## src/sv/gcode_line_framer_macros.svh

```systemverilog
// Assertion macros used by the framer back end.
// Each macro expects signals named clk and rst_n in the enclosing module.
`ifndef GCODE_LINE_FRAMER_MACROS_SVH
`define GCODE_LINE_FRAMER_MACROS_SVH

// A condition that must hold at every clock edge out of reset.
`define GCLF_ASSERT_ALWAYS(label, cond) \
    label: assert property (@(posedge clk) disable iff (!rst_n) (cond)) \
        else $error("gclf: invariant violated");

// A condition that must hold in the same cycle as a trigger.
`define GCLF_ASSERT_IMPLY(label, trig, cond) \
    label: assert property (@(posedge clk) disable iff (!rst_n) (trig) |-> (cond)) \
        else $error("gclf: implication violated");

// A condition that must hold in the cycle after a trigger.
`define GCLF_ASSERT_NEXT(label, trig, cond) \
    label: assert property (@(posedge clk) disable iff (!rst_n) (trig) |=> (cond)) \
        else $error("gclf: next-cycle check violated");

`endif

```

## src/sv/gclf_pkg.sv

```systemverilog
package gclf_pkg;

    // Byte codes seen on the serial stream.
    localparam logic [7:0] BYTE_STATUS  = 8'h3F;
    localparam logic [7:0] BYTE_HOLD    = 8'h21;
    localparam logic [7:0] BYTE_RESUME  = 8'h7E;
    localparam logic [7:0] BYTE_RESET   = 8'h18;
    localparam logic [7:0] BYTE_PERCENT = 8'h25;
    localparam logic [7:0] BYTE_STAR    = 8'h2A;
    localparam logic [7:0] BYTE_SEMI    = 8'h3B;
    localparam logic [7:0] BYTE_OPEN    = 8'h28;
    localparam logic [7:0] BYTE_CLOSE   = 8'h29;
    localparam logic [7:0] BYTE_CR      = 8'h0D;
    localparam logic [7:0] BYTE_LF      = 8'h0A;
    localparam logic [7:0] BYTE_SPACE   = 8'h20;
    localparam logic [7:0] BYTE_TAB     = 8'h09;
    localparam logic [7:0] BYTE_LOWER_A = 8'h61;
    localparam logic [7:0] BYTE_LOWER_Z = 8'h7A;
    localparam logic [7:0] CASE_OFFSET  = 8'h20;

    localparam int          LIMIT_W         = 9;
    localparam logic [8:0]  LINE_LIMIT_MAX  = 9'd256;

    localparam int QUEUE_DEPTH = 4;
    localparam int QPTR_W      = $clog2(QUEUE_DEPTH);
    localparam int QCNT_W      = $clog2(QUEUE_DEPTH + 1);

    typedef enum logic [1:0] {
        KIND_CHAR     = 2'd0,
        KIND_REALTIME = 2'd1,
        KIND_DONE     = 2'd2,
        KIND_ERROR    = 2'd3
    } gclf_kind_t;

    typedef enum logic [1:0] {
        RT_STATUS = 2'd0,
        RT_HOLD   = 2'd1,
        RT_RESUME = 2'd2,
        RT_RESET  = 2'd3
    } gclf_rt_t;

    typedef enum logic {
        ERR_COMMENT  = 1'b0,
        ERR_OVERFLOW = 1'b1
    } gclf_err_t;

    // Byte classes decided by the front end.
    typedef enum logic [2:0] {
        CLS_REALTIME = 3'd0,
        CLS_EOL      = 3'd1,
        CLS_PERCENT  = 3'd2,
        CLS_REST     = 3'd3,
        CLS_OPEN     = 3'd4,
        CLS_CLOSE    = 3'd5,
        CLS_SPACE    = 3'd6,
        CLS_CHAR     = 3'd7
    } gclf_class_t;

    typedef struct packed {
        gclf_class_t cls;
        logic [7:0]  ch;   // uppercased byte for ordinary characters
        gclf_rt_t    rt;   // command code for realtime bytes
    } gclf_entry_t;

endpackage

```

## src/sv/gclf_front.sv

```systemverilog
module gclf_front
    import gclf_pkg::*;
(
    input  logic [7:0]  byte_in,
    output gclf_entry_t entry
);

    always_comb
    begin
        entry.cls = CLS_CHAR;
        entry.ch  = byte_in;
        entry.rt  = RT_STATUS;
        if ((byte_in >= BYTE_LOWER_A) && (byte_in <= BYTE_LOWER_Z))
        begin
            entry.ch = byte_in - CASE_OFFSET;
        end
        priority if (byte_in == BYTE_STATUS)
        begin
            entry.cls = CLS_REALTIME;
            entry.rt  = RT_STATUS;
        end
        else if (byte_in == BYTE_HOLD)
        begin
            entry.cls = CLS_REALTIME;
            entry.rt  = RT_HOLD;
        end
        else if (byte_in == BYTE_RESUME)
        begin
            entry.cls = CLS_REALTIME;
            entry.rt  = RT_RESUME;
        end
        else if (byte_in == BYTE_RESET)
        begin
            entry.cls = CLS_REALTIME;
            entry.rt  = RT_RESET;
        end
        else if ((byte_in == BYTE_CR) || (byte_in == BYTE_LF))
        begin
            entry.cls = CLS_EOL;
        end
        else if (byte_in == BYTE_PERCENT)
        begin
            entry.cls = CLS_PERCENT;
        end
        else if ((byte_in == BYTE_STAR) || (byte_in == BYTE_SEMI))
        begin
            entry.cls = CLS_REST;
        end
        else if (byte_in == BYTE_OPEN)
        begin
            entry.cls = CLS_OPEN;
        end
        else if (byte_in == BYTE_CLOSE)
        begin
            entry.cls = CLS_CLOSE;
        end
        else if ((byte_in == BYTE_SPACE) ||
                 ((byte_in >= BYTE_TAB) && (byte_in <= BYTE_CR)))
        begin
            entry.cls = CLS_SPACE;
        end
        else
        begin
            entry.cls = CLS_CHAR;
        end
    end

endmodule

```

## src/sv/gclf_queue.sv

```systemverilog
module gclf_queue
    import gclf_pkg::*;
(
    input  logic        clk,
    input  logic        rst_n,
    input  logic        push_valid,
    output logic        push_ready,
    input  gclf_entry_t push_entry,
    output logic        pop_valid,
    input  logic        pop_ready,
    output gclf_entry_t pop_entry
);

    gclf_entry_t              mem [QUEUE_DEPTH];
    logic [QPTR_W-1:0]        wr_ptr_reg, wr_ptr_next;
    logic [QPTR_W-1:0]        rd_ptr_reg, rd_ptr_next;
    logic [QCNT_W-1:0]        count_reg, count_next;
    logic                     push, pop;

    assign push_ready = (count_reg != QCNT_W'(QUEUE_DEPTH));
    assign pop_valid  = (count_reg != '0);
    assign push       = push_valid && push_ready;
    assign pop        = pop_valid && pop_ready;
    assign pop_entry  = mem[rd_ptr_reg];

    always_comb
    begin
        wr_ptr_next = push ? wr_ptr_reg + 1'b1 : wr_ptr_reg;
        rd_ptr_next = pop ? rd_ptr_reg + 1'b1 : rd_ptr_reg;
        count_next  = count_reg;
        if (push && !pop)
        begin
            count_next = count_reg + 1'b1;
        end
        else if (pop && !push)
        begin
            count_next = count_reg - 1'b1;
        end
    end

    always_ff @(posedge clk or negedge rst_n)
    begin
        if (!rst_n)
        begin
            wr_ptr_reg <= '0;
            rd_ptr_reg <= '0;
            count_reg  <= '0;
        end
        else
        begin
            wr_ptr_reg <= wr_ptr_next;
            rd_ptr_reg <= rd_ptr_next;
            count_reg  <= count_next;
        end
    end

    always_ff @(posedge clk)
    begin
        if (push)
        begin
            mem[wr_ptr_reg] <= push_entry;
        end
    end

endmodule

```

## src/sv/gclf_back.sv

```systemverilog
`include "gcode_line_framer_macros.svh"

module gclf_back
    import gclf_pkg::*;
(
    input  logic                clk,
    input  logic                rst_n,
    input  logic                cfg_wen,
    input  logic [LIMIT_W-1:0]  cfg_wdata,
    input  logic                pop_valid,
    output logic                pop_ready,
    input  gclf_entry_t         pop_entry,
    output logic                out_valid,
    input  logic                out_ready,
    output gclf_kind_t          out_kind,
    output logic [7:0]          out_char,
    output gclf_rt_t            out_rt,
    output logic                out_empty,
    output gclf_err_t           out_err
);

    logic [LIMIT_W-1:0] limit_reg;
    logic [LIMIT_W-1:0] eff_limit;
    logic [LIMIT_W-1:0] raw_count_reg, raw_count_next;
    logic               in_comment_reg, in_comment_next;
    logic               rest_ignored_reg, rest_ignored_next;
    logic               any_kept_reg, any_kept_next;
    logic               out_valid_reg, out_valid_next;
    gclf_kind_t         kind_reg, kind_next;
    logic [7:0]         char_reg, char_next;
    gclf_rt_t           rt_reg, rt_next;
    logic               empty_reg, empty_next;
    gclf_err_t          err_reg, err_next;
    logic               pop, produce;

    assign pop_ready = !out_valid_reg || out_ready;
    assign pop       = pop_valid && pop_ready;
    assign eff_limit = ((limit_reg == '0) || (limit_reg > LINE_LIMIT_MAX)) ?
                       LINE_LIMIT_MAX : limit_reg;

    always_comb
    begin
        raw_count_next    = raw_count_reg;
        in_comment_next   = in_comment_reg;
        rest_ignored_next = rest_ignored_reg;
        any_kept_next     = any_kept_reg;
        produce           = 1'b0;
        kind_next         = KIND_CHAR;
        char_next         = 8'h00;
        rt_next           = RT_STATUS;
        empty_next        = 1'b0;
        err_next          = ERR_COMMENT;
        if (pop)
        begin
            unique case (pop_entry.cls)
                CLS_REALTIME:
                begin
                    produce   = 1'b1;
                    kind_next = KIND_REALTIME;
                    rt_next   = pop_entry.rt;
                end
                CLS_EOL:
                begin
                    if (raw_count_reg != '0)
                    begin
                        produce           = 1'b1;
                        raw_count_next    = '0;
                        in_comment_next   = 1'b0;
                        rest_ignored_next = 1'b0;
                        any_kept_next     = 1'b0;
                        if (in_comment_reg)
                        begin
                            kind_next = KIND_ERROR;
                            err_next  = ERR_COMMENT;
                        end
                        else
                        begin
                            kind_next  = KIND_DONE;
                            empty_next = !any_kept_reg;
                        end
                    end
                end
                default:
                begin
                    if (raw_count_reg >= eff_limit)
                    begin
                        // Overflow drops the byte and starts a fresh line.
                        produce           = 1'b1;
                        kind_next         = KIND_ERROR;
                        err_next          = ERR_OVERFLOW;
                        raw_count_next    = '0;
                        in_comment_next   = 1'b0;
                        rest_ignored_next = 1'b0;
                        any_kept_next     = 1'b0;
                    end
                    else
                    begin
                        raw_count_next = raw_count_reg + 1'b1;
                        if (!rest_ignored_reg)
                        begin
                            priority case (pop_entry.cls)
                                CLS_PERCENT: ;
                                CLS_REST:    rest_ignored_next = 1'b1;
                                CLS_OPEN:    in_comment_next   = 1'b1;
                                CLS_CLOSE:   in_comment_next   = 1'b0;
                                CLS_CHAR:
                                begin
                                    if (!in_comment_reg)
                                    begin
                                        produce       = 1'b1;
                                        any_kept_next = 1'b1;
                                        kind_next     = KIND_CHAR;
                                        char_next     = pop_entry.ch;
                                    end
                                end
                                default: ;
                            endcase
                        end
                    end
                end
            endcase
        end
        if (pop)
        begin
            out_valid_next = produce;
        end
        else if (out_ready)
        begin
            out_valid_next = 1'b0;
        end
        else
        begin
            out_valid_next = out_valid_reg;
        end
    end

    always_ff @(posedge clk or negedge rst_n)
    begin
        if (!rst_n)
        begin
            limit_reg        <= LINE_LIMIT_MAX;
            raw_count_reg    <= '0;
            in_comment_reg   <= 1'b0;
            rest_ignored_reg <= 1'b0;
            any_kept_reg     <= 1'b0;
            out_valid_reg    <= 1'b0;
        end
        else
        begin
            if (cfg_wen)
            begin
                limit_reg <= cfg_wdata;
            end
            raw_count_reg    <= raw_count_next;
            in_comment_reg   <= in_comment_next;
            rest_ignored_reg <= rest_ignored_next;
            any_kept_reg     <= any_kept_next;
            out_valid_reg    <= out_valid_next;
        end
    end

    always_ff @(posedge clk)
    begin
        if (pop && produce)
        begin
            kind_reg  <= kind_next;
            char_reg  <= char_next;
            rt_reg    <= rt_next;
            empty_reg <= empty_next;
            err_reg   <= err_next;
        end
    end

    assign out_valid = out_valid_reg;
    assign out_kind  = kind_reg;
    assign out_char  = char_reg;
    assign out_rt    = rt_reg;
    assign out_empty = empty_reg;
    assign out_err   = err_reg;

    `GCLF_ASSERT_ALWAYS(a_raw_in_range, raw_count_reg <= LINE_LIMIT_MAX)
    `GCLF_ASSERT_IMPLY(a_pop_only_when_free, pop, !out_valid_reg || out_ready)
    `GCLF_ASSERT_IMPLY(a_char_fields_clean, out_valid_reg && (kind_reg == KIND_CHAR),
                       (rt_reg == RT_STATUS) && !empty_reg && (err_reg == ERR_COMMENT))
    `GCLF_ASSERT_NEXT(a_eol_clears_line,
                      pop && (pop_entry.cls == CLS_EOL),
                      (raw_count_reg == '0) && !in_comment_reg && !any_kept_reg)

endmodule

```

## src/sv/gcode_line_framer.sv

```systemverilog
// Channel  | Direction | Fields (lowest bit first)
// ---------+-----------+------------------------------------------------------
// s_axis   | in        | tdata: byte_in[7:0]
// m_axis   | out       | tuser: kind[1:0]; tdata: char_out[7:0],
//          |           |   realtime_cmd[9:8], line_empty[10], error_code[11]
// cfg      | in        | cfg_wdata: max_line_length[8:0], written when cfg_wen
//
// An item can be accepted every cycle unless the queue is full. It is classified on the
// way in and queued, and the back end later registers its result, if any, for output.
// A four-entry queue parts the halves: a stalled output fills it, and only a full queue
// drops s_tready. The back end takes one queued item per cycle while its output is free.
// Reset is asynchronous and active low; it empties the queue, clears the line state and
// returns max_line_length to 256.
module gcode_line_framer
    import gclf_pkg::*;
(
    input  logic         clk,
    input  logic         rst_n,
    input  logic         cfg_wen,
    input  logic [8:0]   cfg_wdata,       // max_line_length[8:0]
    input  logic         s_tvalid,
    output logic         s_tready,
    input  logic [7:0]   s_tdata,         // byte_in[7:0]
    output logic         m_tvalid,
    input  logic         m_tready,
    output logic [15:0]  m_tdata,         // char_out[7:0], realtime_cmd[9:8],
                                          // line_empty[10], error_code[11]
    output logic [1:0]   m_tuser          // kind[1:0]
);

    gclf_entry_t  front_entry;
    gclf_entry_t  queue_entry;
    logic         queue_valid;
    logic         queue_ready;
    gclf_kind_t   res_kind;
    logic [7:0]   res_char;
    gclf_rt_t     res_rt;
    logic         res_empty;
    gclf_err_t    res_err;

    // The front end sorts each byte into a class and uppercases letters, so the
    // back end only has to track comment, ignore, count and kept-character state.
    gclf_front u_front
    (
        .byte_in (s_tdata),
        .entry   (front_entry)
    );

    gclf_queue u_queue
    (
        .clk        (clk),
        .rst_n      (rst_n),
        .push_valid (s_tvalid),
        .push_ready (s_tready),
        .push_entry (front_entry),
        .pop_valid  (queue_valid),
        .pop_ready  (queue_ready),
        .pop_entry  (queue_entry)
    );

    // The back end owns the length limit and the per-line state, and holds each
    // result in an output register until the sink takes it.
    gclf_back u_back
    (
        .clk       (clk),
        .rst_n     (rst_n),
        .cfg_wen   (cfg_wen),
        .cfg_wdata (cfg_wdata),
        .pop_valid (queue_valid),
        .pop_ready (queue_ready),
        .pop_entry (queue_entry),
        .out_valid (m_tvalid),
        .out_ready (m_tready),
        .out_kind  (res_kind),
        .out_char  (res_char),
        .out_rt    (res_rt),
        .out_empty (res_empty),
        .out_err   (res_err)
    );

    assign m_tuser = res_kind;
    assign m_tdata = {4'b0000, res_err, res_empty, res_rt, res_char};

endmodule
```

## config.mk

```make
export PLATFORM = sky130hd
export DESIGN_NAME = gcode_line_framer
export DESIGN_NICKNAME = d
export VERILOG_FILES = /design/src/sv/gclf_pkg.sv /design/src/sv/gclf_front.sv /design/src/sv/gclf_queue.sv /design/src/sv/gclf_back.sv /design/src/sv/gcode_line_framer.sv
export VERILOG_INCLUDE_DIRS = /design/src /design/src/sv
export SDC_FILE = /design/constraint.sdc
export NUM_CORES = 1
export LEC_CHECK = 0
export BUFFER_PORTS_ARGS = -buffer_cell sky130_fd_sc_hd__buf_4
export CAP_MARGIN = 20
export CORE_MARGIN = 10
export CORE_UTILIZATION = 35
export DETAILED_ROUTE_END_ITERATION = 12
export HOLD_SLACK_MARGIN = 0.12
export PLACE_DENSITY = 0.53
export SYNTH_ARGS = -nofsm -noshare
export SYNTH_HDL_FRONTEND = slang
export SYNTH_HIERARCHICAL = 1
export SYNTH_SLANG_ARGS = --single-unit
```

## constraint.sdc

```tcl
create_clock -name clk -period 3.6 [get_ports clk]
set_clock_uncertainty 0.1 [all_clocks]
set_input_delay 0.72 -clock clk [delete_from_list [all_inputs] [get_ports clk]]
set_output_delay 0.72 -clock clk [all_outputs]
set_load 0.05 [all_outputs]
```

==> summary.txt <==
Synth
  – EDFF count, synth: 66
  – Area contributors post-synth: edfxtp_1 42%, dfrtp_1 15%, ha_1 5.0%, mux4_2 3.8%, mux4_1 2.8%
  – Synth unique cells: 70
  – Synth Area in Compound Gates: 0.0743
  – Top-count cell post-synth: edfxtp_1
  – Synth Register Bits: 95
  – Synth Warn #: 6
  – Post-Syn Instances: 355
  – Mux contribution to synthesized area: 0.0932
  – Top post-synthesis cells by count: 66 x edfxtp_1, 28 x dfrtp_1, 27 x nand2_1
  – Synth Area per Inst: 13.4 sq um
  – Sequential-to-total area share from yosys stat: 0.569
  – Largest family of logic cells by synthesized area: simple AND/OR/NAND/NOR gates
  – Main synth FF type: edfxtp_1
  – Post-Syn Area: 4760 sq um
  – Cell taking the most area after synthesis: edfxtp_1
  – Synth Area in Simple Gates: 0.144
  – FFs w/ async S/R, synth: 0.305
  – Xor/xnor share of the synthesized area: 0.0165
  – Synth Area in Adders: 0.0541
  – Top-area cell type share of the netlist area: 0.416

Floorplanning
  – Cell Rows: 42
  – Die width: 137 um
  – Initial Utilization: 0.358
  – IO Count: 42
  – Core area: 13300 sq um
  – Die Y-Extent: 137 um
  – Die footprint: 18700 sq um

STA
  – Slew at the pin closest to its max-slew limit: 0.759 ns
  – RSZ-0062 raised after global routing: false
  – Fin crit share: 0.887
  – Final Hold Viols: 0
  – Fin. max-slew vios: 0
  – Final setup vio count: 0
  – Max_slew headroom: 0.494
  – Upper clock frequency limit: 0.313 GHz
  – Time the worst path needs with I/O delays and setup: 3.19 ns
  – Post-route setup slack: 0.405 ns
  – Setup TNS: 0 ns

Global routing
  – Global route total overflow: 0
  – GRT Util Overall: 0.106
  – Vias in the first global route: 2945
  – Pin count of the biggest net entering global routing: 30
  – Global-route wire length before repair: 15.5 mm
  – Antenna violations before repair: 0

Final layout
  – Layout cell share with drive strength beyond 1: 0.232
  – Largest register FFs: 52
  – Inserted Diodes: 0
  – Synthesis-to-finish area growth: 14.5%
  – Final net count: 429
  – FF+latch area: 2710 sq um
  – # fillers: 1232
  – Footprint of the multi-input gates: 1840 sq um

Drt
  – DR vias/cell: 5.04
  – Drt first pass iters: 4
  – DR WL/cell: 16.7 um
  – Final ANT Viol Nets: 0
  – Via count: 2865
  – Final WL: 9.48 mm
  – DRC Markers: 0
  – Drt first-iter violations: 193

Placement
  – Pre-CTS setup slack: 0.411 ns
  – Post-DP HPWL: 6.75 mm
  – Port-buffer cells: 37
  – Routability cong.: 0.765

Clock tree
  – Hold Buf Count CTS: 0
  – Post-CTS Setup Bufs: 0
  – Worst-Skew Late Latency: 0.34 ns
  – CTS max path bufs: 2
  – CTS resizes: 0
  – Total CTS buffers: 9
  – Root buffer cell: clkbuf_16
  – CTS tree: done
  – H-tree depth reported by CTS: 3
  – Register clock-pin slew on the reported worst setup and hold paths: 0.07 ns
  – Clock sinks: 95

Critical path
  – Crit-path max FO: 14
  – CP Capture Type: register
  – CP required: 3.54 ns
  – Worst Setup Path Type: reg -> reg
  – Startpoint Class: register
  – Arr. time, crit path: 3.13 ns

Power
  – Power per cell area: 819 nW/um^2
  – Clock power share: 0.231
  – Peak VDD IR: 0.359 mV
  – Lkg Pwr: 2.06 nW
  – Switching share of power: 0.375
  – Net Switching: 1.68 mW
  – Combinational Power Share: 0.383
  – Cell-internal power: 2.79 mW
  – Flop pwr share: 0.386

Flow run
  – Max-cap violations: 0

Run status
  – Outcome: complete, no violations

Hold path
  – Hold WC Path Type: in -> async
per-stage QoR:
stage	hold slack, ns	total power, mW	cell area [sq um]	std cells	utilization
after detailed placement	0.401	3.49	5130	552	0.386
after CTS	0.210	4.54	5460	568	0.411
after global routing	0.227	4.76	5460	568	0.411
after floorplan	0.324	3.04	4780	358	-
after global placement	0.385	3.46	5130	552	0.386
final	0.200	4.47	5460	568	0.411
worst max-delay path, stage by stage, from the launching register on:
cell	delay, ns
dfrtp_1	0.40
nor4_1	0.29
nand2_1	0.09
ha_1	0.36
nand2b_1	0.18
ha_1	0.30
nand4_1	0.13
nor3_1	0.37
a211oi_4	0.08
and3b_1	0.20
nor3_2	0.16
buf_4	0.23
kinds of logic (layout without fill, tap and decap cells):
kind of cell | Yosys count | count (layout)
other | 1 | 4
DFF | 95 | 95
and+or+nand+nor | 125 | 125
xor gates and xnor gates | 9 | 9
buffers and inverters | 37 | 71
AOI/OAI and AO/OA | 43 | 43
adders and majority gates | 20 | 20
muxes | 25 | 25
layout make-up:
cell class / instances / share of cell area
clock inverter: 7 / 0.0188
clock buffer: 9 / 0.0413
tap: 176 / 0.0403
inverter: 14 / 0.00963
multi-input combinational: 226 / 0.337
sequential: 95 / 0.496
timing repair buffer: 41 / 0.0564
cell usage in the layout (no fill, tap or decap), types with 6 or more instances in the layout:
cell	instances
mux2_2	10
ha_1	19
dfrtp_1	28
inv_1	14
a21oi_1	8
edfxtp_1	66
nor2_1	22
nand2_1	27
nand2b_1	12
clkbuf_16	9
buf_4	41
nand3_1	9
mux4_2	8
nor3_1	7
and3_1	8
xnor2_1	6
power groups by stage:
stage	clock, mW	combinational [mW]	sequential (mW)
after floorplan	0	1.10	1.94
after detailed placement	0	1.74	1.76
final	1.03	1.71	1.73
after CTS	1.06	1.75	1.73
after global routing	1.10	1.89	1.76
after global placement	0	1.72	1.74
worst paths after layout:
kind | start | end | slack [ns] | cells after the start
worst max-delay path | u_back/limit_reg[4] | u_back/out_kind[0] | 0.41 | 11
worst min-delay path | rst_n | u_back/any_kept_reg | 0.20 | 1
worst max register to register | u_back/limit_reg[4] | u_back/out_kind[0] | 0.41 | 11
worst min register to register | u_back/any_kept_reg | u_back/any_kept_reg | 0.42 | 2
max in group asynchronous | rst_n | u_back/limit_reg[8] | 2.89 | 1
min in group clk | u_back/any_kept_reg | u_back/any_kept_reg | 0.42 | 2
per-layer routing:
metal  up-vias  global-route usage  wire length, um
met1      1424               0.138             4520
met3         6              0.0227              361
met2        47               0.164             4480
met4         0              0.0497              114
met5         -                   0                0
li1       1388                   -                -
Note: power is estimated with default switching activity, not from simulation.
